==> src/sv/sacl_pkg.sv <==
`timescale 1ns / 1ps

package sacl_pkg;

  // Default geometry of the cache.
  localparam int DEF_WAYS        = 4;
  localparam int DEF_SETS        = 512;
  localparam int DEF_BLOCK_BYTES = 8;

  // Fixed widths of the request and result fields.
  localparam int ADDR_W    = 32;
  localparam int RWAY_W    = 2;
  localparam int OUT_WAY_W = 2;
  localparam int CNT_W     = 32;
  localparam int STAMP_W   = 32;
  localparam int MODE_W    = 2;

  // Configuration port.
  localparam int CFG_DATA_W = 32;
  localparam int CFG_ADDR_W = 3;
  localparam logic [0:0] REG_MODE = 1'b0;

  // Replacement policies. Code 3 behaves like random.
  localparam logic [MODE_W-1:0] MODE_FIFO   = 2'd0;
  localparam logic [MODE_W-1:0] MODE_LRU    = 2'd1;
  localparam logic [MODE_W-1:0] MODE_RANDOM = 2'd2;

  // Depth of the request queue between front and back.
  localparam int RQ_DEPTH = 2;

  typedef enum logic [2:0] {
    ST_CLEAR,
    ST_IDLE,
    ST_LOOK,
    ST_SCAN,
    ST_COMMIT
  } back_state_t;

  typedef struct packed {
    logic                 hit;
    logic [OUT_WAY_W-1:0] way;
    logic [CNT_W-1:0]     hit_count;
    logic [CNT_W-1:0]     miss_count;
  } res_t;

endpackage

==> src/sv/sacl_front.sv <==
`timescale 1ns / 1ps

module sacl_front #(
  parameter int WAYS        = 4,
  parameter int SETS        = 512,
  parameter int BLOCK_BYTES = 8,
  localparam int OFF   = 2 + $clog2(BLOCK_BYTES / 4),
  localparam int IBITS = $clog2(SETS),
  localparam int SET_W = (IBITS > 0) ? IBITS : 1,
  localparam int TAG_W = 32 - OFF - IBITS,
  localparam int WAY_W = (WAYS > 1) ? $clog2(WAYS) : 1
) (
  input  logic                        clk,
  input  logic                        rst_n,
  input  logic                        push_i,
  input  logic                        block_i,
  output logic                        full_o,
  input  logic [sacl_pkg::ADDR_W-1:0] address_i,
  input  logic [sacl_pkg::RWAY_W-1:0] random_way_i,
  output logic                        req_valid_o,
  input  logic                        req_take_i,
  output logic [SET_W-1:0]            req_set_o,
  output logic [TAG_W-1:0]            req_tag_o,
  output logic [WAY_W-1:0]            req_rway_o
);
  import sacl_pkg::*;

  localparam int PTR_W = (RQ_DEPTH > 1) ? $clog2(RQ_DEPTH) : 1;
  localparam int QCNT_W = $clog2(RQ_DEPTH + 1);

  logic [SET_W-1:0]  dec_set;
  logic [TAG_W-1:0]  dec_tag;
  logic [WAY_W-1:0]  dec_rway;
  logic [2:0]        rway_mod;

  logic [SET_W-1:0]  q_set_r  [RQ_DEPTH];
  logic [TAG_W-1:0]  q_tag_r  [RQ_DEPTH];
  logic [WAY_W-1:0]  q_rway_r [RQ_DEPTH];
  logic [PTR_W-1:0]  wr_ptr_r, wr_ptr_nxt;
  logic [PTR_W-1:0]  rd_ptr_r, rd_ptr_nxt;
  logic [QCNT_W-1:0] count_r, count_nxt;
  logic              push_ok;
  logic              take_ok;

  // Split the address into set index and tag.
  generate
    if (IBITS > 0) begin : g_idx
      logic [SET_W-1:0] set_raw;
      assign set_raw = address_i[OFF +: IBITS];
      // The raw field is below twice SETS, so one subtract reduces it.
      always_comb begin
        if (32'(set_raw) >= 32'(SETS)) begin
          dec_set = SET_W'(32'(set_raw) - 32'(SETS));
        end else begin
          dec_set = set_raw;
        end
      end
    end else begin : g_noidx
      assign dec_set = '0;
    end
  endgenerate

  assign dec_tag = address_i[ADDR_W-1 -: TAG_W];

  // The random way is only two bits wide, so a few subtracts reduce it.
  always_comb begin
    rway_mod = 3'(random_way_i);
    for (int k = 0; k < 3; k++) begin
      if (int'(rway_mod) >= WAYS) begin
        rway_mod = 3'(int'(rway_mod) - WAYS);
      end
    end
  end

  assign dec_rway = WAY_W'(rway_mod);

  assign full_o      = (count_r == QCNT_W'(RQ_DEPTH)) || block_i;
  assign push_ok     = push_i && !full_o;
  assign req_valid_o = (count_r != '0);
  assign take_ok     = req_take_i && req_valid_o;

  assign req_set_o  = q_set_r[rd_ptr_r];
  assign req_tag_o  = q_tag_r[rd_ptr_r];
  assign req_rway_o = q_rway_r[rd_ptr_r];

  always_comb begin
    wr_ptr_nxt = wr_ptr_r;
    rd_ptr_nxt = rd_ptr_r;
    count_nxt  = count_r;
    if (push_ok) begin
      wr_ptr_nxt = (wr_ptr_r == PTR_W'(RQ_DEPTH - 1)) ? '0 : wr_ptr_r + 1'b1;
    end
    if (take_ok) begin
      rd_ptr_nxt = (rd_ptr_r == PTR_W'(RQ_DEPTH - 1)) ? '0 : rd_ptr_r + 1'b1;
    end
    if (push_ok && !take_ok) begin
      count_nxt = count_r + 1'b1;
    end else if (!push_ok && take_ok) begin
      count_nxt = count_r - 1'b1;
    end
  end

  always_ff @(posedge clk) begin
    if (!rst_n) begin
      wr_ptr_r <= '0;
      rd_ptr_r <= '0;
      count_r  <= '0;
    end else begin
      wr_ptr_r <= wr_ptr_nxt;
      rd_ptr_r <= rd_ptr_nxt;
      count_r  <= count_nxt;
    end
  end

  always_ff @(posedge clk) begin
    if (push_ok) begin
      q_set_r[wr_ptr_r]  <= dec_set;
      q_tag_r[wr_ptr_r]  <= dec_tag;
      q_rway_r[wr_ptr_r] <= dec_rway;
    end
  end

  a_count_bound: assert property (@(posedge clk) disable iff (!rst_n)
    32'(count_r) <= 32'(RQ_DEPTH))
    else $error("request queue holds more entries than its depth");

  a_take_needs_entry: assert property (@(posedge clk) disable iff (!rst_n)
    req_take_i |-> req_valid_o)
    else $error("back end took a request from an empty queue");

endmodule

==> config.mk <==
export PLATFORM = sky130hd
export DESIGN_NAME = sacl_front
export DESIGN_NICKNAME = d
export VERILOG_FILES = /design/src/sv/sacl_pkg.sv /design/src/sv/sacl_front.sv
export SDC_FILE = /design/constraint.sdc
export NUM_CORES = 1
export LEC_CHECK = 0
export BUFFER_PORTS_ARGS = -buffer_cell sky130_fd_sc_hd__buf_2
export CORE_ASPECT_RATIO = 1.5
export CORE_UTILIZATION = 43
export CTS_CLUSTER_DIAMETER = 30
export DETAILED_ROUTE_END_ITERATION = 8
export GPL_TIMING_DRIVEN = 0
export PLACE_DENSITY = 0.68
export SYNTH_ARGS = -nofsm -noshare
export SYNTH_HDL_FRONTEND = slang
export SYNTH_SLANG_ARGS = --single-unit
==> constraint.sdc <==
create_clock -name clk -period 9.7 [get_ports clk]
set_input_delay 2.91 -clock clk [delete_from_list [all_inputs] [get_ports clk]]
set_output_delay 2.91 -clock clk [all_outputs]
set_load 0.005 [all_outputs]
==> impl_results.md, run 1 <==
- Run status: complete, no violations
- Fin Clk Skew: 0.00779 ns
- Layout net count: 241
- Class of the tightest hold or removal check: flop to flop
- Number of cells after detailed placement: 260
- First-pass GRT wire length: 6470 µm
- Post-synthesis xor/xnor area fraction: 0.0106
- Yosys warning total: 0
- Cell area reported after detailed placement: 2900 µm²
- Most prevalent standard cell on the critical path: buf_2
- Syn Inst Count: 122
- Clock network latency to the later pin of the worst-skew pair: 0.34 ns
- Total iterations of the first detailed-routing run: 4
- Signed area change from the synthesized netlist to the final layout: 26.1%
- Ranking of synthesized cells by area: edfxtp_1, mux2_2, dfxtp_1
- Min-Delay Path Depth: 2
- Pwr Density: 244 nW/µm²
- FF-to-FF path depth: 3
- Destination of the worst register-to-register timing path: q_set_r[0][4]
- Hold EP: count_r[1]
- Transition at the pin with the smallest max-transition slack: 0.905 ns
- CP Capture Type: output pin
- Utilization after layout: 0.567
- Setup TNS: 0 ns
- Yosys top cell by area: edfxtp_1
- Highest achievable clock rate: 0.162 GHz
- Main combinational cell family by area after synthesis: multiplexers
- Register-to-register path setup slack: 7.74 ns
- Post-synth net total: 162
- Worst Setup Path Type: primary input to output pin
- Mean post-synth cell area: 20.2 µm²
- Die span in x: 63.9 µm
- Number of buffers created by CTS: 9
- Shortest clock period the worst path allows after layout: 6.17 ns
- Arrival time at the worst endpoint: 3.26 ns
- Count of pins over their slew limit: 0
- CTS tree: yes
- Vias per std cell: 4.82
- Multiplexer area fraction after synthesis: 0.141
- Clock transition time at the flip-flop clock pins of the worst setup and hold paths: 0.07 ns
- Area of the mapped netlist: 2470 µm²
- GP Congestion: 0.655
- Share of the clock period used by the worst path: 0.636
- Synthesis-stage register bit count: 67
- Worst reg2reg startpoint: count_r[0]
- Leading cell type in the layout, fill and taps excluded: buf_2
- Number of antenna repair diodes: 0
- Critical Path Max Stage Delay: 0.13 ns
- DRC viols: 0
- Count of unique library cells instantiated by Yosys: 18
- Sequential element share of the synthesized area: 0.795
- Share of cells above drive strength 1: 0.578
- Final Instance Area: 3110 µm²
- Maximum capacitance violations: 0
- Deepest clock path buffer count: 2
- Number of buffers and inverters on the critical path: 2
- Kind of start point of the critical path: primary input
- Post-route ant nets: 0
- Pin count of the biggest net entering global routing: 32
- Total via count in the routed design: 1,331
- Cell chosen for the clock root: clkbuf_8
- Num rows: 33
- Unrepaired setup endpoints after global routing: no
- Die area: 6050 µm²
- Total wire length after detailed routing: 4210 µm
- Worst endpoint required time: 6.79 ns
- Total leakage power: 0.00118 µW
- Total congestion overflow after global routing: 0
- Antenna violations before repair: 0
- Initial standard-cell utilization of the core: 0.450
- Cell at the slowest stage of the critical path: nand2b_1
- Pre-CTS WS: 3.53 ns
- Synthesized-area fraction occupied by ao, oa, aoi and oai cells: 0.00912
- Most frequent cells in the layout: buf_2, edfxtp_1, mux2_2
- # H-tree levels: 3
- Number of global-route vias before repair: 1,389
- Slew margin rel.: 0.395
- Worst Hold Launch: count_r[1]
- Number of gates resized after cts: 0
- Total core area: 5490 µm²
- Slack of the critical path: 3.53 ns
- Count of buffers added by post-CTS timing repair for setup: 0
- Proportion of netlist area held by the largest area contributor: 0.754
- Die outline height: 94.8 µm
- Wirelength per Cell: 15.2 µm
- DP Wirelength: 2820 µm
- Family with the most delay on the worst path: buffers and inverters
- Max VDD drop: 0.167 mV
- # port buffers: 68
- Clock sink count: 67
- Detailed Route Iter0 Violations: 39
- Hold bufs inserted after CTS: 0
- IO Count: 72
- Largest fanout on the critical path: 2
- Crit-path cells: buf_2, nand2b_1, buf_2
- Post-Synth Adder-Cell Area: 0.00507
- Simple-Gate Fraction of Synth Area: 0.0329
- Final Non-Filler Cells: 276
- Hold Violations, Final: 0
- Number of failing setup endpoints in the final timing report: 0
- Combined global-route utilization of all metal layers: 0.152
[worst register-to-register path, cell delays in order, from the launching register on]
cell and delay, ns:
dfxtp_1 0.42, nand2b_1 0.20, and2_1 0.19, nor2b_4 0.76
[flip-flops by register name, indices dropped and copies added, names as in the netlist, named ones only]
name      count
wr_ptr_r      1
q_tag_r      40
q_set_r      18
rd_ptr_r      1
q_rway_r      4
count_r       2
[layer usage]
layer | global-route usage | vias to the layer above | share of wire | wire, µm
met1 | 0.141 | 653 | 0.35 | 1490
li1 | - | 629 | - | -
met4 | 0.108 | 0 | 0.027 | 113
met5 | 0 | - | 0 | 0
met2 | 0.285 | 39 | 0.58 | 2440
met3 | 0.0374 | 10 | 0.040 | 168
[synth_stat cells]
cell / number
nand2b_1: 2
buf_2: 3
and3_1: 1
and2_1: 4
dfxtp_1: 5
xor2_1: 1
ha_1: 1
nand2_1: 1
nor2b_1: 2
or2_2: 1
mux2_2: 31
o21ai_0: 1
nand4b_1: 1
xnor2_1: 2
o21ai_1: 2
a21boi_1: 1
or3_1: 1
edfxtp_1: 62
[stage by stage]
| stage | power (µW) | hold WS (ns) |
|---|---|---|
| after CTS | 769 | 0.523 |
| after floorplan | 464 | 0.445 |
| after global placement | 522 | 0.459 |
| final | 760 | 0.529 |
| after detailed placement | 530 | 0.513 |
| after global routing | 794 | 0.559 |
[worst max-delay path by stage]
stage	from	endpoint	slack [ns]	cells past startpoint
finish	block_i	full_o	3.53	3
global route	block_i	full_o	3.52	3
CTS	block_i	full_o	3.53	3
detailed placement	block_i	full_o	3.53	3
global placement	block_i	full_o	3.54	3
floorplan	block_i	full_o	3.75	1
[final cells by class]
class                      instances  area (µm²)
fill                             471        2380
clock buffer                       9         124
tap                               70        87.6
multi-input combinational         52         500
sequential                        67        1960
buffer                             3        15.0
clock inverter                     7        82.6
timing repair buffer              68         340
[kinds of logic after synthesis]
group,after synthesis
XOR/XNOR,3
multiplexers,31
buffers and inverters,3
flip-flops,67
AND/OR/NAND/NOR,13
adder cells (fa/ha/maj),1
AO/OA/AOI/OAI,4
[where the power goes]
| part | switching (µW) | internal, µW | leakage [µW] |
|---|---|---|---|
| clock | 97.5 | 141 | 0.000108 |
| combinational | 72.1 | 90.5 | 0.000458 |
| sequential | 12.4 | 346 | 0.000609 |
Power figures use the tool's default switching activity.
==> inputs of run 2 (changes only) <==
--- a/config.mk
+++ b/config.mk
@@ -11,7 +11,7 @@
 export CTS_CLUSTER_DIAMETER = 30
 export DETAILED_ROUTE_END_ITERATION = 8
 export GPL_TIMING_DRIVEN = 0
-export PLACE_DENSITY = 0.68
+export PLACE_DENSITY = 0.71
 export SYNTH_ARGS = -nofsm -noshare
 export SYNTH_HDL_FRONTEND = slang
 export SYNTH_SLANG_ARGS = --single-unit
==> constraint.sdc (replaced) <==
create_clock -name clk -period 5.6 [get_ports clk]
set_input_delay 1.68 -clock clk [delete_from_list [all_inputs] [get_ports clk]]
set_output_delay 1.68 -clock clk [all_outputs]
set_load 0.005 [all_outputs]
==> run 2 against run 1 <==
  * Hold slack lost 0.013 ns
  * Design area shrank 1.8%
  * Sequential power grew 73%
  * Highest routed layer unchanged
  * Total power grew 59%
  * Sequential share of layout area grew 1.2 points
  * First-iteration DRC count shrank 26%
  * Non-clock buffer count is the same
  * Critical endpoint unchanged
  * Global-route usage shrank 1.2 points
  * Combinational power grew 71%
  * Largest cell class unchanged
  * Critical path depth is the same
  * Clock-buffer cell count grew 2
==> impl_results.md, run 2 (synthesized netlist as in run 1, its figures left out) <==
- Pwr Density: 395 nW/µm²
- Total iterations of the first detailed-routing run: 4
- Worst reg2reg startpoint: count_r[0]
- Number of antenna repair diodes: 0
- Wirelength per Cell: 13.8 µm
- Register-to-register path setup slack: 3.68 ns
- Vias per std cell: 4.73
- Die span in x: 63.9 µm
- Layout net count: 241
- # H-tree levels: 3
- Antenna violations before repair: 0
- Signed area change from the synthesized netlist to the final layout: 23.8%
- Share of the clock period used by the worst path: 0.663
- Total congestion overflow after global routing: 0
- Register containing the most flip-flops in the final layout: q_tag_r
- CTS tree: yes
- Number of global-route vias before repair: 1,326
- Unrepaired setup endpoints after global routing: no
- Deepest clock path buffer count: 2
- Hold bufs inserted after CTS: 0
- Sum of internal, switching and leakage power: 1210 µW
- Number of flip-flops in the largest register: 40
- Top flop regs: q_tag_r (40), q_set_r (18), q_rway_r (4)
- Arrival time at the worst endpoint: 2.03 ns
- Largest fanout on the critical path: 2
- FF-to-FF path depth: 3
- Number of failing setup endpoints in the final timing report: 0
- Most prevalent standard cell on the critical path: buf_2
- Number of gates resized after cts: 0
- Total leakage power: 0.00115 µW
- DRC viols: 0
- Total wire length after detailed routing: 3790 µm
- Slew margin rel.: 0.398
- Worst endpoint required time: 3.92 ns
- Fill count: 466
- Cell chosen for the clock root: clkbuf_8
- # port buffers: 68
- Share of cells above drive strength 1: 0.571
- Stages on worst setup path: 3
- Fin Clk Skew: 0.00531 ns
- Family with the most delay on the worst path: buffers and inverters
- Number of buffers created by CTS: 9
- Total via count in the routed design: 1,301
- Utilization after layout: 0.556
- GP Congestion: 0.651
- Hold Violations, Final: 0
- Num rows: 33
- Total core area: 5490 µm²
- Kind of start point of the critical path: primary input
- Cell at the slowest stage of the critical path: nand2b_1
- Destination of the worst register-to-register timing path: q_set_r[0][7]
- Combined global-route utilization of all metal layers: 0.140
- CP Capture Type: output pin
- Max VDD drop: 0.226 mV
- Post-route ant nets: 0
- Transition at the pin with the smallest max-transition slack: 0.901 ns
- Number of buffers and inverters on the critical path: 2
- Die outline height: 94.8 µm
- Class of the tightest hold or removal check: flop to flop
- DP Wirelength: 2540 µm
- Worst Setup Path Type: primary input to output pin
- Clock network latency to the later pin of the worst-skew pair: 0.32 ns
- Shortest clock period the worst path allows after layout: 3.71 ns
- Detailed Route Iter0 Violations: 29
- Final Instance Area: 3060 µm²
- Initial standard-cell utilization of the core: 0.450
- Count of pins over their slew limit: 0
- Clock sink count: 67
- Die area: 6050 µm²
- Leading cell type in the layout, fill and taps excluded: buf_2
- Critical Path Max Stage Delay: 0.13 ns
- Critical Path Source: block_i
- Cell area reported after detailed placement: 2910 µm²
- Count of buffers added by post-CTS timing repair for setup: 0
- Clock transition time at the flip-flop clock pins of the worst setup and hold paths: 0.06 ns
- First-pass GRT wire length: 6010 µm
- Highest achievable clock rate: 0.269 GHz
- Setup TNS: 0 ns
- Pin count of the biggest net entering global routing: 32
- Most frequent cells in the layout: buf_2, edfxtp_1, mux2_2
- Crit-path cells: buf_2, nand2b_1, buf_2
- Maximum capacitance violations: 0
- IO Count: 72
- Run status: complete, no violations
- Crit path capture: full_o
==> run 2: where the power goes <==
| group | leakage, µW | switching (µW) | internal (µW) |
|---|---|---|---|
| clock network | 0.0000804 | 154 | 154 |
| registers | 0.000609 | 19.5 | 600 |
| logic | 0.000458 | 122 | 157 |
| total | 0.00115 | 295 | 911 |
==> run 2: worst min-delay path: stages (launching register included) <==
cell,delay (ns)
dfxtp_1,0.35
nand2_1,0.07
o21ai_1,0.05
==> run 2: final cells by class <==
| cell class | count | area, µm² | share of cell area |
|---|---|---|---|
| clock inverters | 4 | 18.8 | 0.00614 |
| plain buffers | 3 | 15.0 | 0.00491 |
| flip-flops and latches | 67 | 1960 | 0.642 |
| repair buffers | 68 | 340 | 0.111 |
| clock buffers | 11 | 131 | 0.0430 |
| well taps | 70 | 87.6 | 0.0287 |
| multi-input cells | 52 | 500 | 0.164 |
==> run 2: worst min path at each step <==
stage / from / endpoint / slack, ns / cells after the start
final: wr_ptr_r / wr_ptr_r / 0.52 / 2
after global routing: wr_ptr_r / wr_ptr_r / 0.54 / 2
after CTS: wr_ptr_r / wr_ptr_r / 0.52 / 2
after detailed placement: wr_ptr_r / wr_ptr_r / 0.50 / 2
after global placement: wr_ptr_r / wr_ptr_r / 0.46 / 2
after floorplan: wr_ptr_r / wr_ptr_r / 0.45 / 2
==> run 2: per-stage QoR <==
| stage | hold WS (ns) | worst slack (ns) | cells |
|---|---|---|---|
| 6_report | 0.517 | 1.89 | 275 |
| 5_1_grt | 0.544 | 1.87 | 275 |
| 4_1_cts | 0.515 | 1.88 | 275 |
| 2_1_floorplan | 0.445 | 1.74 | 122 |
| 3_5_place_dp | 0.503 | 1.89 | 260 |
| 3_3_place_gp | 0.458 | 0.808 | 260 |
==> run 2: routing by layer <==
layer / GRT usage / wire, µm / vias to the layer above
met5: 0 / 0 / -
li1: - / - / 633
met1: 0.132 / 1420 / 621
met2: 0.246 / 2070 / 42
met4: 0.0795 / 48 / 0
met3: 0.0652 / 247 / 5
